### src/rtl/core/stw_pkg.sv
package stw_pkg;

  localparam logic [1:0] MODE_RUN   = 2'd0;
  localparam logic [1:0] MODE_STOP  = 2'd1;
  localparam logic [1:0] MODE_PAUSE = 2'd2;

  localparam logic [1:0] REQ_TICK   = 2'd0;
  localparam logic [1:0] REQ_SWITCH = 2'd1;
  localparam logic [1:0] REQ_CMD    = 2'd2;
  localparam logic [1:0] REQ_UNUSED = 2'd3;

  localparam logic [1:0] CMD_START  = 2'd0;
  localparam logic [1:0] CMD_STOP   = 2'd1;
  localparam logic [1:0] CMD_HOLD   = 2'd2;
  localparam logic [1:0] CMD_RESUME = 2'd3;

  localparam logic [1:0] ERR_NONE    = 2'd0;
  localparam logic [1:0] ERR_PAUSED  = 2'd1;
  localparam logic [1:0] ERR_STOPPED = 2'd2;

  localparam logic [1:0] LED_OFF   = 2'd0;
  localparam logic [1:0] LED_RED   = 2'd1;
  localparam logic [1:0] LED_GREEN = 2'd2;
  localparam logic [1:0] LED_BLUE  = 2'd3;

  localparam logic [1:0] REG_BLINK_WRAP    = 2'd0;
  localparam logic [1:0] REG_SWITCH_ACCEPT = 2'd1;
  localparam logic [1:0] REG_SECOND_WRAP   = 2'd2;

  localparam int unsigned CntW = 10;
  localparam int unsigned AddrW = 4;

  localparam logic [CntW-1:0] BlinkRst  = 10'd1000;
  localparam logic [CntW-1:0] AcceptRst = 10'd900;
  localparam logic [CntW-1:0] SecondRst = 10'd1000;

  localparam logic [CntW-1:0] Blink1 = 10'd250;
  localparam logic [CntW-1:0] Blink2 = 10'd500;
  localparam logic [CntW-1:0] Blink3 = 10'd750;

  localparam logic [2:0] ScanLast = 3'd4;

  localparam logic [7:0] SelPoint  = 8'h40;
  localparam logic [7:0] SelSecOne = 8'h10;
  localparam logic [7:0] SelSecTen = 8'h20;
  localparam logic [7:0] SelMinOne = 8'h40;
  localparam logic [7:0] SelMinTen = 8'h80;
  localparam logic [7:0] PatPoint  = 8'h80;

  typedef struct packed {
    logic [1:0] req_type;
    logic       sw1_pressed;
    logic       sw2_pressed;
    logic [1:0] command;
  } in_t;

  typedef struct packed {
    logic [1:0] mode_now;
    logic [1:0] led_colour;
    logic [7:0] digit_select;
    logic [7:0] segment_pattern;
    logic [1:0] error_code;
    logic [3:0] seconds_ones;
    logic [2:0] seconds_tens;
    logic [3:0] minutes_ones;
    logic [3:0] minutes_tens;
  } out_t;

  typedef struct packed {
    logic [CntW-1:0] blink_wrap;
    logic [CntW-1:0] switch_accept;
    logic [CntW-1:0] second_wrap;
  } cfg_t;

  typedef struct packed {
    logic [1:0]      mode;
    logic [3:0]      sec_ones;
    logic [2:0]      sec_tens;
    logic [3:0]      min_ones;
    logic [3:0]      min_tens;
    logic [CntW-1:0] blink_count;
    logic [2:0]      scan_position;
    logic [CntW-1:0] second_count;
    logic [1:0]      pending;
  } state_t;

  function automatic logic [7:0] seg_code(input logic [3:0] digit);
    logic [7:0] code;
    case (digit)
      4'd0:    code = 8'h3F;
      4'd1:    code = 8'h06;
      4'd2:    code = 8'h5B;
      4'd3:    code = 8'h4F;
      4'd4:    code = 8'h66;
      4'd5:    code = 8'h6D;
      4'd6:    code = 8'h7D;
      4'd7:    code = 8'h07;
      4'd8:    code = 8'h7F;
      4'd9:    code = 8'h6F;
      default: code = 8'h00;
    endcase
    return code;
  endfunction

endpackage

### src/rtl/core/stw_cfg.sv
module stw_cfg (
  input  logic                      clk_i,
  input  logic                      rst_ni,
  input  logic                      psel,
  input  logic                      penable,
  input  logic                      pwrite,
  input  logic [stw_pkg::AddrW-1:0] paddr,
  input  logic [31:0]               pwdata,
  output logic [31:0]               prdata,
  output logic                      pready,
  output stw_pkg::cfg_t             cfg_o
);

  stw_pkg::cfg_t cfg_q, cfg_d;
  logic [1:0]    idx;
  logic          wr_en;

  assign idx    = paddr[3:2];
  assign wr_en  = psel & penable & pwrite;
  assign pready = 1'b1;
  assign cfg_o  = cfg_q;

  always_comb begin
    cfg_d = cfg_q;
    if (wr_en) begin
      case (idx)
        stw_pkg::REG_BLINK_WRAP:    cfg_d.blink_wrap    = pwdata[stw_pkg::CntW-1:0];
        stw_pkg::REG_SWITCH_ACCEPT: cfg_d.switch_accept = pwdata[stw_pkg::CntW-1:0];
        stw_pkg::REG_SECOND_WRAP:   cfg_d.second_wrap   = pwdata[stw_pkg::CntW-1:0];
        default: ;
      endcase
    end
  end

  always_comb begin
    case (idx)
      stw_pkg::REG_BLINK_WRAP:    prdata = {22'd0, cfg_q.blink_wrap};
      stw_pkg::REG_SWITCH_ACCEPT: prdata = {22'd0, cfg_q.switch_accept};
      stw_pkg::REG_SECOND_WRAP:   prdata = {22'd0, cfg_q.second_wrap};
      default:                    prdata = 32'd0;
    endcase
  end

  always_ff @(posedge clk_i or negedge rst_ni) begin
    if (!rst_ni) begin
      cfg_q.blink_wrap    <= stw_pkg::BlinkRst;
      cfg_q.switch_accept <= stw_pkg::AcceptRst;
      cfg_q.second_wrap   <= stw_pkg::SecondRst;
    end else begin
      cfg_q <= cfg_d;
    end
  end

endmodule

### src/rtl/core/stw_step.sv
module stw_step (
  input  stw_pkg::cfg_t   cfg_i,
  input  stw_pkg::state_t state_i,
  input  stw_pkg::in_t    word_i,
  output stw_pkg::state_t state_o,
  output stw_pkg::out_t   word_o
);

  stw_pkg::state_t s;
  logic [1:0]      err;
  logic [1:0]      led;
  logic [7:0]      sel;
  logic [7:0]      pat;
  logic            pulse;
  logic            blink_on;
  logic            acted;

  always_comb begin
    s     = state_i;
    err   = stw_pkg::ERR_NONE;
    pulse = 1'b0;
    acted = 1'b0;

    // event of this word
    case (word_i.req_type)
      stw_pkg::REQ_TICK: begin
        s.blink_count = (s.blink_count < cfg_i.blink_wrap) ?
                        s.blink_count + 10'd1 : 10'd0;
        s.scan_position = (s.scan_position < stw_pkg::ScanLast) ?
                          s.scan_position + 3'd1 : 3'd0;
        if (s.second_count < cfg_i.second_wrap) begin
          s.second_count = s.second_count + 10'd1;
        end else begin
          s.second_count = 10'd0;
          pulse = 1'b1;
        end
      end
      stw_pkg::REQ_SWITCH: begin
        s.pending = {word_i.sw1_pressed, word_i.sw2_pressed};
      end
      stw_pkg::REQ_CMD: begin
        case (word_i.command)
          stw_pkg::CMD_START: begin
            if (s.mode == stw_pkg::MODE_PAUSE) begin
              err = stw_pkg::ERR_PAUSED;
            end else begin
              s.mode     = stw_pkg::MODE_RUN;
              s.sec_ones = 4'd0;
              s.sec_tens = 3'd0;
              s.min_ones = 4'd0;
              s.min_tens = 4'd0;
            end
          end
          stw_pkg::CMD_STOP: s.mode = stw_pkg::MODE_STOP;
          default: begin
            if (s.mode == stw_pkg::MODE_STOP) begin
              err = stw_pkg::ERR_STOPPED;
            end else begin
              s.mode = (word_i.command == stw_pkg::CMD_HOLD) ?
                       stw_pkg::MODE_PAUSE : stw_pkg::MODE_RUN;
            end
          end
        endcase
      end
      default: ;
    endcase

    blink_on = (s.blink_count <= stw_pkg::Blink1) ||
               ((s.blink_count > stw_pkg::Blink2) && (s.blink_count <= stw_pkg::Blink3));
    if (s.mode == stw_pkg::MODE_STOP) begin
      led = stw_pkg::LED_RED;
    end else if (blink_on) begin
      led = (s.mode == stw_pkg::MODE_RUN) ? stw_pkg::LED_GREEN : stw_pkg::LED_BLUE;
    end else begin
      led = stw_pkg::LED_OFF;
    end

    // display shows the time before any advance
    case (s.scan_position)
      3'd0: begin sel = stw_pkg::SelPoint;  pat = stw_pkg::PatPoint; end
      3'd1: begin sel = stw_pkg::SelSecOne; pat = stw_pkg::seg_code(s.sec_ones); end
      3'd2: begin sel = stw_pkg::SelSecTen; pat = stw_pkg::seg_code({1'b0, s.sec_tens}); end
      3'd3: begin sel = stw_pkg::SelMinOne; pat = stw_pkg::seg_code(s.min_ones); end
      3'd4: begin sel = stw_pkg::SelMinTen; pat = stw_pkg::seg_code(s.min_tens); end
      default: begin sel = 8'h00; pat = 8'h00; end
    endcase

    if ((s.mode == stw_pkg::MODE_RUN) && pulse) begin
      if (s.sec_ones == 4'd9) begin
        s.sec_ones = 4'd0;
        if (s.sec_tens == 3'd5) begin
          s.sec_tens = 3'd0;
          if (s.min_ones == 4'd9) begin
            s.min_ones = 4'd0;
            s.min_tens = (s.min_tens == 4'd9) ? 4'd0 : s.min_tens + 4'd1;
          end else begin
            s.min_ones = s.min_ones + 4'd1;
          end
        end else begin
          s.sec_tens = s.sec_tens + 3'd1;
        end
      end else begin
        s.sec_ones = s.sec_ones + 4'd1;
      end
    end

    // pending press acts only late in the blink period; bit 1 is switch one
    if (s.blink_count > cfg_i.switch_accept) begin
      if (s.mode == stw_pkg::MODE_RUN) begin
        if (s.pending[1]) begin
          s.mode = stw_pkg::MODE_STOP;
          acted  = 1'b1;
        end else if (s.pending[0]) begin
          s.mode = stw_pkg::MODE_PAUSE;
          acted  = 1'b1;
        end
      end else if (s.mode == stw_pkg::MODE_STOP) begin
        if (s.pending[1]) begin
          s.mode     = stw_pkg::MODE_RUN;
          s.sec_ones = 4'd0;
          s.sec_tens = 3'd0;
          s.min_ones = 4'd0;
          s.min_tens = 4'd0;
          acted      = 1'b1;
        end
      end else begin
        if (s.pending[1]) begin
          s.mode = stw_pkg::MODE_STOP;
          acted  = 1'b1;
        end else if (s.pending[0]) begin
          s.mode = stw_pkg::MODE_RUN;
          acted  = 1'b1;
        end
      end
      if (acted) begin
        s.pending      = 2'b00;
        s.blink_count  = 10'd0;
        s.second_count = 10'd0;
      end
    end

    state_o = s;
    word_o.mode_now        = s.mode;
    word_o.led_colour      = led;
    word_o.digit_select    = sel;
    word_o.segment_pattern = pat;
    word_o.error_code      = err;
    word_o.seconds_ones    = s.sec_ones;
    word_o.seconds_tens    = s.sec_tens;
    word_o.minutes_ones    = s.min_ones;
    word_o.minutes_tens    = s.min_tens;
  end

endmodule

### src/rtl/core/stopwatch_mode_and_display_scan_core.sv
// mm:ss stopwatch core with display scan and status LED. Each input word (tick,
// switch press or decoded command) yields exactly one result word. A word sits
// in an input register, goes through the combinational update logic to the
// result register; while out_ready does not stall, throughput is one word per
// cycle. Registers on the APB port: blink_wrap at 0x0, switch_accept at 0x4,
// second_wrap at 0x8.
module stopwatch_mode_and_display_scan_core (
  input  logic                      clk_i,
  input  logic                      rst_ni,
  input  logic                      in_valid_i,
  output logic                      in_ready_o,
  input  stw_pkg::in_t              in_data_i,
  output logic                      out_valid_o,
  input  logic                      out_ready_i,
  output stw_pkg::out_t             out_data_o,
  input  logic                      psel,
  input  logic                      penable,
  input  logic                      pwrite,
  input  logic [stw_pkg::AddrW-1:0] paddr,
  input  logic [31:0]               pwdata,
  output logic [31:0]               prdata,
  output logic                      pready
);

  stw_pkg::cfg_t   cfg;
  stw_pkg::state_t state_q, state_nxt;
  stw_pkg::in_t    in_q;
  stw_pkg::out_t   out_q, out_nxt;
  logic            in_vld_q;
  logic            out_vld_q;
  logic            fire;

  stw_cfg u_cfg (
    .clk_i   (clk_i),
    .rst_ni  (rst_ni),
    .psel    (psel),
    .penable (penable),
    .pwrite  (pwrite),
    .paddr   (paddr),
    .pwdata  (pwdata),
    .prdata  (prdata),
    .pready  (pready),
    .cfg_o   (cfg)
  );

  stw_step u_step (
    .cfg_i   (cfg),
    .state_i (state_q),
    .word_i  (in_q),
    .state_o (state_nxt),
    .word_o  (out_nxt)
  );

  // word moves to the result register when that register is free or draining
  assign fire        = in_vld_q & (~out_vld_q | out_ready_i);
  assign in_ready_o  = ~in_vld_q | fire;
  assign out_valid_o = out_vld_q;
  assign out_data_o  = out_q;

  always_ff @(posedge clk_i or negedge rst_ni) begin
    if (!rst_ni) begin
      in_vld_q  <= 1'b0;
      out_vld_q <= 1'b0;
      state_q   <= '{mode: stw_pkg::MODE_STOP, default: '0};
    end else begin
      if (in_ready_o) begin
        in_vld_q <= in_valid_i;
      end
      if (fire) begin
        out_vld_q <= 1'b1;
        state_q   <= state_nxt;
      end else if (out_ready_i) begin
        out_vld_q <= 1'b0;
      end
    end
  end

  always_ff @(posedge clk_i) begin
    if (in_valid_i && in_ready_o) begin
      in_q <= in_data_i;
    end
    if (fire) begin
      out_q <= out_nxt;
    end
  end

endmodule

### config.mk
export PLATFORM = sky130hd
export DESIGN_NAME = stopwatch_mode_and_display_scan_core
export DESIGN_NICKNAME = d
export VERILOG_FILES = /design/src/rtl/core/stw_pkg.sv /design/src/rtl/core/stw_cfg.sv /design/src/rtl/core/stw_step.sv /design/src/rtl/core/stopwatch_mode_and_display_scan_core.sv
export SDC_FILE = /design/constraint.sdc
export NUM_CORES = 1
export LEC_CHECK = 0
export BUFFER_PORTS_ARGS = -buffer_cell sky130_fd_sc_hd__buf_2
export CAP_MARGIN = 30
export CORE_ASPECT_RATIO = 1.2
export CORE_MARGIN = 1
export CORE_UTILIZATION = 35
export CTS_CLUSTER_SIZE = 25
export DETAILED_ROUTE_END_ITERATION = 7
export HOLD_SLACK_MARGIN = 0.12
export PLACE_DENSITY = 0.58
export SYNTH_ARGS = -nofsm -noshare
export SYNTH_HDL_FRONTEND = slang
export SYNTH_SLANG_ARGS = --single-unit
### constraint.sdc
create_clock -name clk_i -period 4.6 [get_ports clk_i]
set_clock_uncertainty 0.1 [all_clocks]
set_input_delay 0.92 -clock clk_i [delete_from_list [all_inputs] [get_ports clk_i]]
set_output_delay 0.92 -clock clk_i [all_outputs]
set_load 0.03 [all_outputs]
Word-level counts from Yosys, hierarchy flattened --
Memory sizes are Yosys's and may differ from the RTL's. Cells that the tools add are included.
Cells by class: bitwise logic cells 8, eq/ne operators 17, reductions and logical operators 15, $add $sub $neg 7, $lt $le $gt $ge 7, multiplexer cells 50
Operators with widths (number):
- 15-bit 2-to-1 mux | 4
- 17-bit 2-to-1 mux | 3
- 8-bit case mux with 5 select lines | 1
- 8-bit case mux with 4 select lines | 1
- 10-bit 2-to-1 mux | 3
- 10-bit case mux with 3 select lines | 1
- 27-bit 2-to-1 mux | 1
- 12-bit 2-to-1 mux | 2
- 23-bit 2-to-1 mux | 1
- 10-bit by 1-bit adder with 10-bit output (second input constant) | 2
- 10-bit less-than comparator | 2
- 2-bit 2-to-1 mux | 10
- 4-bit 2-to-1 mux | 4
- 1-bit 2-to-1 mux | 13
- 4-bit by 1-bit adder with 4-bit output (second input constant) | 3
- 4-bit equality test (second input constant) | 3
- 11-bit 2-to-1 mux | 1
- 2-bit by 1-bit equality test with 1-bit output (second input constant) | 5
- 10-bit greater-than comparator | 1
- 10-bit by 9-bit greater-than comparator with 1-bit output (second input constant) | 1
- 10-bit <= comparator (second input constant) | 1
- 10-bit by 8-bit <= comparator with 1-bit output (second input constant) | 1
- 2-bit equality test (second input constant) | 4
- 2-bit logical NOT | 4
- other kinds (17) | 32
Word-level totals: input bits 49, word-level logic and storage cells 136, bits in registers 117, output and inout port bits 72, memories kept 4, bits in read-only memories 392
Memory list:
- (no name shown) | words 16, width 7, read ports 1, clocked after Yosys merged registers in 0, write ports 0, line stw_pkg.sv:89 | case (digit)
- (no name shown) | words 16, width 7, read ports 1, clocked after Yosys merged registers in 0, write ports 0, line stw_pkg.sv:89
- (no name shown) | words 16, width 7, read ports 1, clocked after Yosys merged registers in 0, write ports 0, line stw_pkg.sv:89
- (no name shown) | words 8, width 7, read ports 1, clocked after Yosys merged registers in 0, write ports 0, line stw_pkg.sv:89

Logic depth before layout (Yosys ltp) --
Gate-level depths: netlist of run 1.
depth after elaboration 15, depth in mapped cells 18, gate-level depth less buffers 17

Cells and area by module --
Synthesis of run 1 repeated with hierarchy kept, for this count alone.
Unflattened totals: cells, all modules 808, area total of the unflattened synthesis 8031.5 um^2
Modules (own cells, without submodules):
- stw_step | seq. area each 0.0 um^2, area each 3375.7 um^2, cells each 543, times used 1
- stopwatch_mode_and_display_scan_core | seq. area each 2393.5 um^2, area each 3113.0 um^2, cells each 140, times used 1
- stw_cfg | seq. area each 770.7 um^2, area each 1542.7 um^2, cells each 125, times used 1

Worst setup path before layout of run 1 --
OpenSTA, ideal clock, no wires.
kind register to register, start point register u_cfg.cfg_q, in the netlist u_cfg.cfg_o[27], end point register state_q[38] (netlist bit), arrival 3.870 ns, data required time 4.424 ns, cell stages (with the launch flop) 17, buffers on the path 0, library setup time 0.076 ns, period minus slack after synthesis 4.046 ns, path slack 0.554 ns, path through dfstp_2 inv_1 ha_1 a211oi_1 nor2_1 a311oi_1 a21oi_2 nor3_2 nor3_1 ha_1 a2111oi_0 o21ai_1 o211ai_2 nor3b_2 or2_1 or4_1 o21ai_1
Between the ends: longest elaborated chain between the ends 5
RTL lines:
- start, declared | line stw_cfg.sv:14 | stw_pkg::cfg_t cfg_q, cfg_d;
- start signal, assigned | line stw_cfg.sv:50 | cfg_q <= cfg_d;
- 10-bit less-than comparator | line stw_step.sv:27 | s.blink_count = (s.blink_count < cfg_i.blink_wrap) ?
- 10-bit 2-to-1 mux | line stw_step.sv:27
- 23-bit 2-to-1 mux | line stw_step.sv:25 | case (word_i.req_type)
- 10-bit greater-than comparator | line stw_step.sv:108 | if (s.blink_count > cfg_i.switch_accept) begin
- 27-bit 2-to-1 mux | line stw_step.sv:108
- end signal, assigned | line stopwatch_mode_and_display_scan_core.sv:71 | state_q <= state_nxt;
- end, declared | line stopwatch_mode_and_display_scan_core.sv:26 | stw_pkg::state_t state_q, state_nxt;
Every way passes these cells. A chain may end at the register's enable or synchronous reset.

Worst setup path in the final report of run 1 --
start point register u_cfg.cfg_q, in the netlist u_cfg.cfg_o[27], end point register state_q[32] (netlist bit)
The elaborated chain is that of the path after synthesis.

==> metrics.txt, run 1 <==
cells after synthesis 875; Power, Total about 4.1 mW; Fin Hold WS around 0.3 ns; final hold vios 0; DRT antenna net count 0; leading cell type in the layout, fill and taps excluded nand2_1; Post-synth EDFFs 39; Core ar. 21700 um^2; DP HPWL around 15 mm; Die Height between 150 and 200 um; sequential fraction of the synthesis area 0.393; Synth Register Bits roughly 110; WS Path Type reg -> reg; Clock Tree Buf Depth 2; design area 9010 um^2; chip width 138 um; Post-Place Cell Area 8390 um^2; fraction of registers with async set/reset 0.655; Inst Count DP 1202; CTS H-tree lvls 4; Power Dens Cells 457 nW/um^2; Clk Latency, worst-skew pair 0.42 ns; RSZ-0062 raised after global routing yes; crit path DAT 4.59 ns; initial antenna violation count 0; DR vias 6482; Setup crit start kind register; Die ar. about 23000 um^2; CTS Root Cell clkbuf_16; Rel. slew slack 0.605; Final Max Tran Viols 0; Synth cell types 79; Slowest-stage cell, CP dfstp_2; WL per Instance roughly 16 um; drt total wl roughly 20 mm; crit-path max cell delay roughly 0.53 ns; worst setup margin 0.250 ns; Req. time, crit path 4.84 ns; final setup vio count 0; maximum clock rate 0.230 GHz; # clock sinks 113; Mapped Area 7750 um^2; I/O pins 121; DP Worst Slack 0.212 ns; Multi-input gate area 4270 um^2; fin crit share 0.946; DRT iter0 DRCs 389; CP Cell Sequence inv_1, ha_1, a211oi_1, nor2_1, a311oi_1, buf_4, a21oi_2, nor3_2, nor3_1, ha_1, a2111oi_0, o21ai_1, o211ai_2, nor3b_2, nor2_1, nand2_1, or3_1, o211ai_1; Final Critical Period 4.35 ns; ant diodes 0; Crit. End Element register; CTS tree built; leakage 3.98 nW; Post-Layout Cell Count 1236; Site Rows 59; Worst VDD drop 0.000278 V; share of cells above drive strength 1 0.187; GRT Total Usage 0.180; Worst Hold Class in -> async; Crit path max-delay family compound AO/OA/AOI/OAI gates; number of iterations in the first detailed-routing pass 5; max-cap violations 0; pin count of the biggest net entering global routing 52; Synth Warn # 0; I/O Buffers 69; status complete, no violations; worst path bufs/invs 2; first-pass GRT wire length 31.4 mm; Mean Syn Cell Area 8.86 um^2; clock-pin slew on the worst setup and hold paths 0.06 ns; initial core utilization 0.357; number of CTS-inserted buffers 17; routability congestion estimate 0.860; commonest non-fill, non-tap cells in the layout 125 x nand2_1, 89 x o21ai_0, 68 x buf_2; top_reg_cell synth dfrtp_1; Worst Path Max Fanout 6; Register Area about 3000 um^2; Layout area overhead 16.2%; GR Overflow Total 0; vias in the first global route 5990; Final nets between 1000 and 1500; number of remaining DRC errors 0; Vias/cell 5.24; filler instances 2189; Worst-Margin Slew 0.591 ns
## final cells by class
cell class | count | share of cell area
clock buffer | 19 | 0.0481
timing repair buffer | 97 | 0.0642
sequential | 113 | 0.338
clock inverter | 13 | 0.0182
multi-input combinational | 672 | 0.474
tap | 274 | 0.0381
inverter | 48 | 0.0200
## what timing repair did
item / in CTS / in global routing
setup buffers: 0 / 2
resized for setup: 0 / 3
setup endpoints to repair: 0 / 8
hold buffers: 0 / 0
## Yosys cell counts (all sizes together) (8+ instances only)
library cell	number	area, um^2
mux2	15	169
buf	34	235
o21ai	98	502
dfrtp	57	1430
nand4	12	75.1
edfxtp	39	1170
a31oi	12	75.1
inv	47	176
a21oi	55	290
nor2	55	214
nor3	14	86.3
nand2b	18	113
clkbuf	33	125
nand3b	8	60.1
mux2i	15	154
nand2	125	469
ha	55	688
o31ai	15	113
a22o	8	70.1
or3	11	68.8
dfstp	17	447
nand3	20	100
## stage by stage
stage	util	setup TNS (ns)
final	0.415	0
after global routing	0.415	-0.0139
after CTS	0.414	0
after detailed placement	0.387	0
after global placement	0.386	0
after floorplan	-	0
## routing by layer
metal,global-route usage,vias to the layer above,wire length (um)
met4,0.0598,0,328
met3,0.0342,22,711
met5,0,-,0
met1,0.224,3084,8590
li1,-,3233,-
met2,0.309,143,10100
## path summary, 6_finish.rpt
path | from | to | slack, ns | depth (start not counted)
max | u_cfg.cfg_o[27]$_DFFE_PN1P_ | state_q[32]$_DFFE_PN0P_ | 0.25 | 18
min | rst_ni | u_cfg.cfg_o[15]$_DFFE_PN0P_ | 0.29 | 1
max reg2reg | u_cfg.cfg_o[27]$_DFFE_PN1P_ | state_q[32]$_DFFE_PN0P_ | 0.25 | 18
min reg2reg | state_q[0]$_DFFE_PN0P_ | state_q[0]$_DFFE_PN0P_ | 0.38 | 2
max in group asynchronous | rst_ni | state_q[40]$_DFFE_PN1P_ | 3.46 | 2
min in group clk_i | state_q[0]$_DFFE_PN0P_ | state_q[0]$_DFFE_PN0P_ | 0.38 | 2
## flip-flops by register name, indices dropped and copies added (netlist names)
signal and flops:
in_q 6, in_vld_q 1, out_data_o 33, out_valid_o 1, state_q 42, u_cfg.cfg_o 30
## report_power, final
group	total [mW]	internal, mW	leakage (nW)	switching [mW]
combinational	1.31	0.475	2.41	0.831
clock	1.35	0.850	0.277	0.497
sequential	1.46	1.30	1.30	0.164
## logic make-up after synthesis
| family | after synthesis | share of synthesized area |
|---|---|---|
| simple gates | 312 | 0.204 |
| compound gates | 235 | 0.188 |
| buf+inv | 115 | 0.0697 |
| flops | 113 | 0.393 |
| fa+ha+maj | 55 | 0.0887 |
| mux | 30 | 0.0416 |
| xor+xnor | 13 | 0.0147 |
| other cells | 2 | 0.000968 |
## worst reg2reg max path: stages (launching register included)
cell	delay [ns]
dfstp_2	0.53
inv_1	0.06
ha_1	0.30
a211oi_1	0.22
nor2_1	0.08
a311oi_1	0.25
buf_4	0.17
a21oi_2	0.10
nor3_2	0.23
nor3_1	0.11
ha_1	0.22
a2111oi_0	0.36
o21ai_1	0.16
o211ai_2	0.30
nor3b_2	0.12
nor2_1	0.37
nand2_1	0.17
or3_1	0.33
o211ai_1	0.09
Power figures use the tool's default switching activity.
==> run 2, diff against run 1 <==
--- a/config.mk
+++ b/config.mk
@@ -5,15 +5,15 @@
 export SDC_FILE = /design/constraint.sdc
 export NUM_CORES = 1
 export LEC_CHECK = 0
-export BUFFER_PORTS_ARGS = -buffer_cell sky130_fd_sc_hd__buf_2
 export CAP_MARGIN = 30
 export CORE_ASPECT_RATIO = 1.2
 export CORE_MARGIN = 1
 export CORE_UTILIZATION = 35
 export CTS_CLUSTER_SIZE = 25
 export DETAILED_ROUTE_END_ITERATION = 7
+export DONT_BUFFER_PORTS = 1
 export HOLD_SLACK_MARGIN = 0.12
-export PLACE_DENSITY = 0.58
+export PLACE_DENSITY = 0.53
 export SYNTH_ARGS = -nofsm -noshare
 export SYNTH_HDL_FRONTEND = slang
 export SYNTH_SLANG_ARGS = --single-unit
==> run 2 against run 1 <==
Flip-flop and latch count is the same. First-iteration DRC count grew 6.7%. Core utilization shrank 1.1 points. Sequential share of layout area grew 0.88 points. Clock power is essentially flat. Largest cell class unchanged. Largest power group unchanged. Highest routed layer unchanged.
==> metrics.txt, run 2 (synthesis gave the netlist of run 1 again) <==
max-cap violations 0 (unchanged); DRT iter0 DRCs 415 (was 389); maximum clock rate 0.233 GHz (was 0.230 GHz); Site Rows 59 (unchanged); DRT antenna net count 0 (unchanged); Clock Tree Buf Depth 2 (unchanged); GRT Total Usage 0.187 (was 0.180); Worst Path Max Fanout 7 (was 6); CTS H-tree lvls 4 (unchanged); Final Critical Period 4.29 ns (was 4.35 ns); fin crit share 0.934 (was 0.946); # clock sinks 113 (unchanged); Rel. slew slack 0.308 (was 0.605); Clk Latency, worst-skew pair 0.42 ns (about the same); pin count of the biggest net entering global routing 58 (was 52); Layout area overhead 13.2% (was 16.2%); Final nets 997 (was 1053); number of CTS-inserted buffers 17 (unchanged); CTS Root Cell clkbuf_16 (unchanged); Die ar. 22800 um^2 (unchanged); leading cell type in the layout, fill and taps excluded nand2_1 (unchanged); filler instances 2214 (was 2189); WS Path Type reg -> reg (unchanged); Worst-Margin Slew 1.03 ns (was 0.591 ns); initial antenna violation count 0 (unchanged); number of iterations in the first detailed-routing pass 5 (unchanged); drt total wl 20.1 mm (was 19.8 mm); share of cells above drive strength 1 0.147 (was 0.187); chip width 138 um (unchanged); Post-Place Cell Area 8120 um^2 (was 8390 um^2); Power, Total 4.05 mW (was 4.12 mW); design area 8780 um^2 (was 9010 um^2); first-pass GRT wire length 32.3 mm (was 31.4 mm); Setup crit start kind register (unchanged); Total Neg Setup Slack 0 ns (unchanged); GR Overflow Total 0 (unchanged); clock-pin slew on the worst setup and hold paths 0.06 ns (about the same); CTS tree built (unchanged); Biggest register state_q (unchanged); final hold vios 0 (unchanged); I/O Buffers 0 (was 69); final setup vio count 0 (unchanged); Req. time, crit path 4.85 ns (was 4.84 ns); status complete, no violations (unchanged); Worst Hold Class in -> async (unchanged); commonest non-fill, non-tap cells in the layout 125 x nand2_1, 90 x o21ai_0, 57 x dfrtp_1 (was 125 x nand2_1, 89 x o21ai_0, 68 x buf_2); reg2reg path depth 17 (was 18); ant diodes 0 (unchanged); Crit. End Element register (unchanged); number of remaining DRC errors 0 (unchanged); leakage 3.79 nW (was 3.98 nW); routability congestion estimate 0.907 (was 0.860); fin util 0.405 (was 0.415); WL per Instance 17.1 um (was 16.0 um); crit path DAT 4.54 ns (was 4.59 ns); DR vias 6327 (was 6482); I/O pins 121 (unchanged); Final Max Tran Viols 0 (unchanged); Die Height 165 um (unchanged); Vias/cell 5.36 (was 5.24); Worst VDD drop 0.000297 V (was 0.000278 V); vias in the first global route 5945 (was 5990); Power Dens Cells 461 nW/um^2 (was 457 nW/um^2); max reg flops 42 (unchanged); Core ar. 21700 um^2 (unchanged); initial core utilization 0.357 (unchanged); DP HPWL 14.8 mm (was 14.7 mm)
[run 2: changes by cell type in the layout (fill, tap and decap cells not counted), sizes merged]
cell      delta
buf         -56
inv          +3
clkinv       +1
clkinvlp     -3
bufinv       -1
[run 2: final cells by class]
| cell class | instances | area [um^2] | area share |
|---|---|---|---|
| inverters | 48 | 180 | 0.0205 |
| multi-input cells | 672 | 4300 | 0.490 |
| well taps | 274 | 343 | 0.0390 |
| clock buffers | 19 | 464 | 0.0529 |
| clock inverters | 13 | 131 | 0.0150 |
| repair buffers | 41 | 318 | 0.0362 |
| flip-flops and latches | 113 | 3040 | 0.347 |
[run 2: worst paths after layout]
path / slack (ns) / startpoint / to
worst max-delay path: 0.31 / u_cfg.cfg_o[27]$_DFFE_PN1P_ / state_q[38]$_DFFE_PN0P_
worst min-delay path: 0.24 / rst_ni / u_cfg.cfg_o[26]$_DFFE_PN1P_
worst max register to register: 0.31 / u_cfg.cfg_o[27]$_DFFE_PN1P_ / state_q[38]$_DFFE_PN0P_
worst min register to register: 0.38 / state_q[33]$_DFFE_PN0P_ / state_q[33]$_DFFE_PN0P_
max in group asynchronous: 3.85 / rst_ni / state_q[20]$_DFFE_PN0P_
min in group clk_i: 0.38 / state_q[33]$_DFFE_PN0P_ / state_q[33]$_DFFE_PN0P_
[run 2: what timing repair did]
action	CTS	global route
setup buffers	0	1
hold buffers	1	0
hold endpoints to repair	57	0
gates resized for setup	0	8
setup endpoints to repair	0	29
[run 2: where the power goes]
part | switching (mW) | internal (mW) | total (mW)
logic | 0.682 | 0.431 | 1.11
clock network | 0.495 | 0.841 | 1.34
registers | 0.295 | 1.31 | 1.60
total | 1.47 | 2.58 | 4.05
[run 2: critical path, stage by stage, from the launching register on]
cell and delay [ns]:
dfstp_2 0.52, inv_1 0.06, ha_1 0.32, a211oi_2 0.19, nor2_1 0.09, a311oi_2 0.28
buf_4 0.17, a21oi_2 0.10, nor2_1 0.15, ha_1 0.28, a2111oi_2 0.37, o21ai_1 0.14
o211ai_2 0.30, nor3b_2 0.12, buf_4 0.18, or2_1 0.26, or4_1 0.51, o21ai_1 0.08
[run 2: metal layers]
metal / share of wire / global-route usage / up-vias
met3: 0.036 / 0.0345 / 23
li1: - / - / 3116
met4: 0.019 / 0.0618 / 0
met1: 0.43 / 0.230 / 3015
met5: 0 / 0 / -
met2: 0.52 / 0.326 / 173
[run 2: metrics by stage]
step	instances	hold WS, ns	setup WS [ns]
global placement	1142	0.365	0.144
floorplan	900	0.348	0.554
global route	1180	0.217	-0.00123
CTS	1179	0.220	0.114
detailed placement	1146	0.371	0.126
finish	1180	0.238	0.306
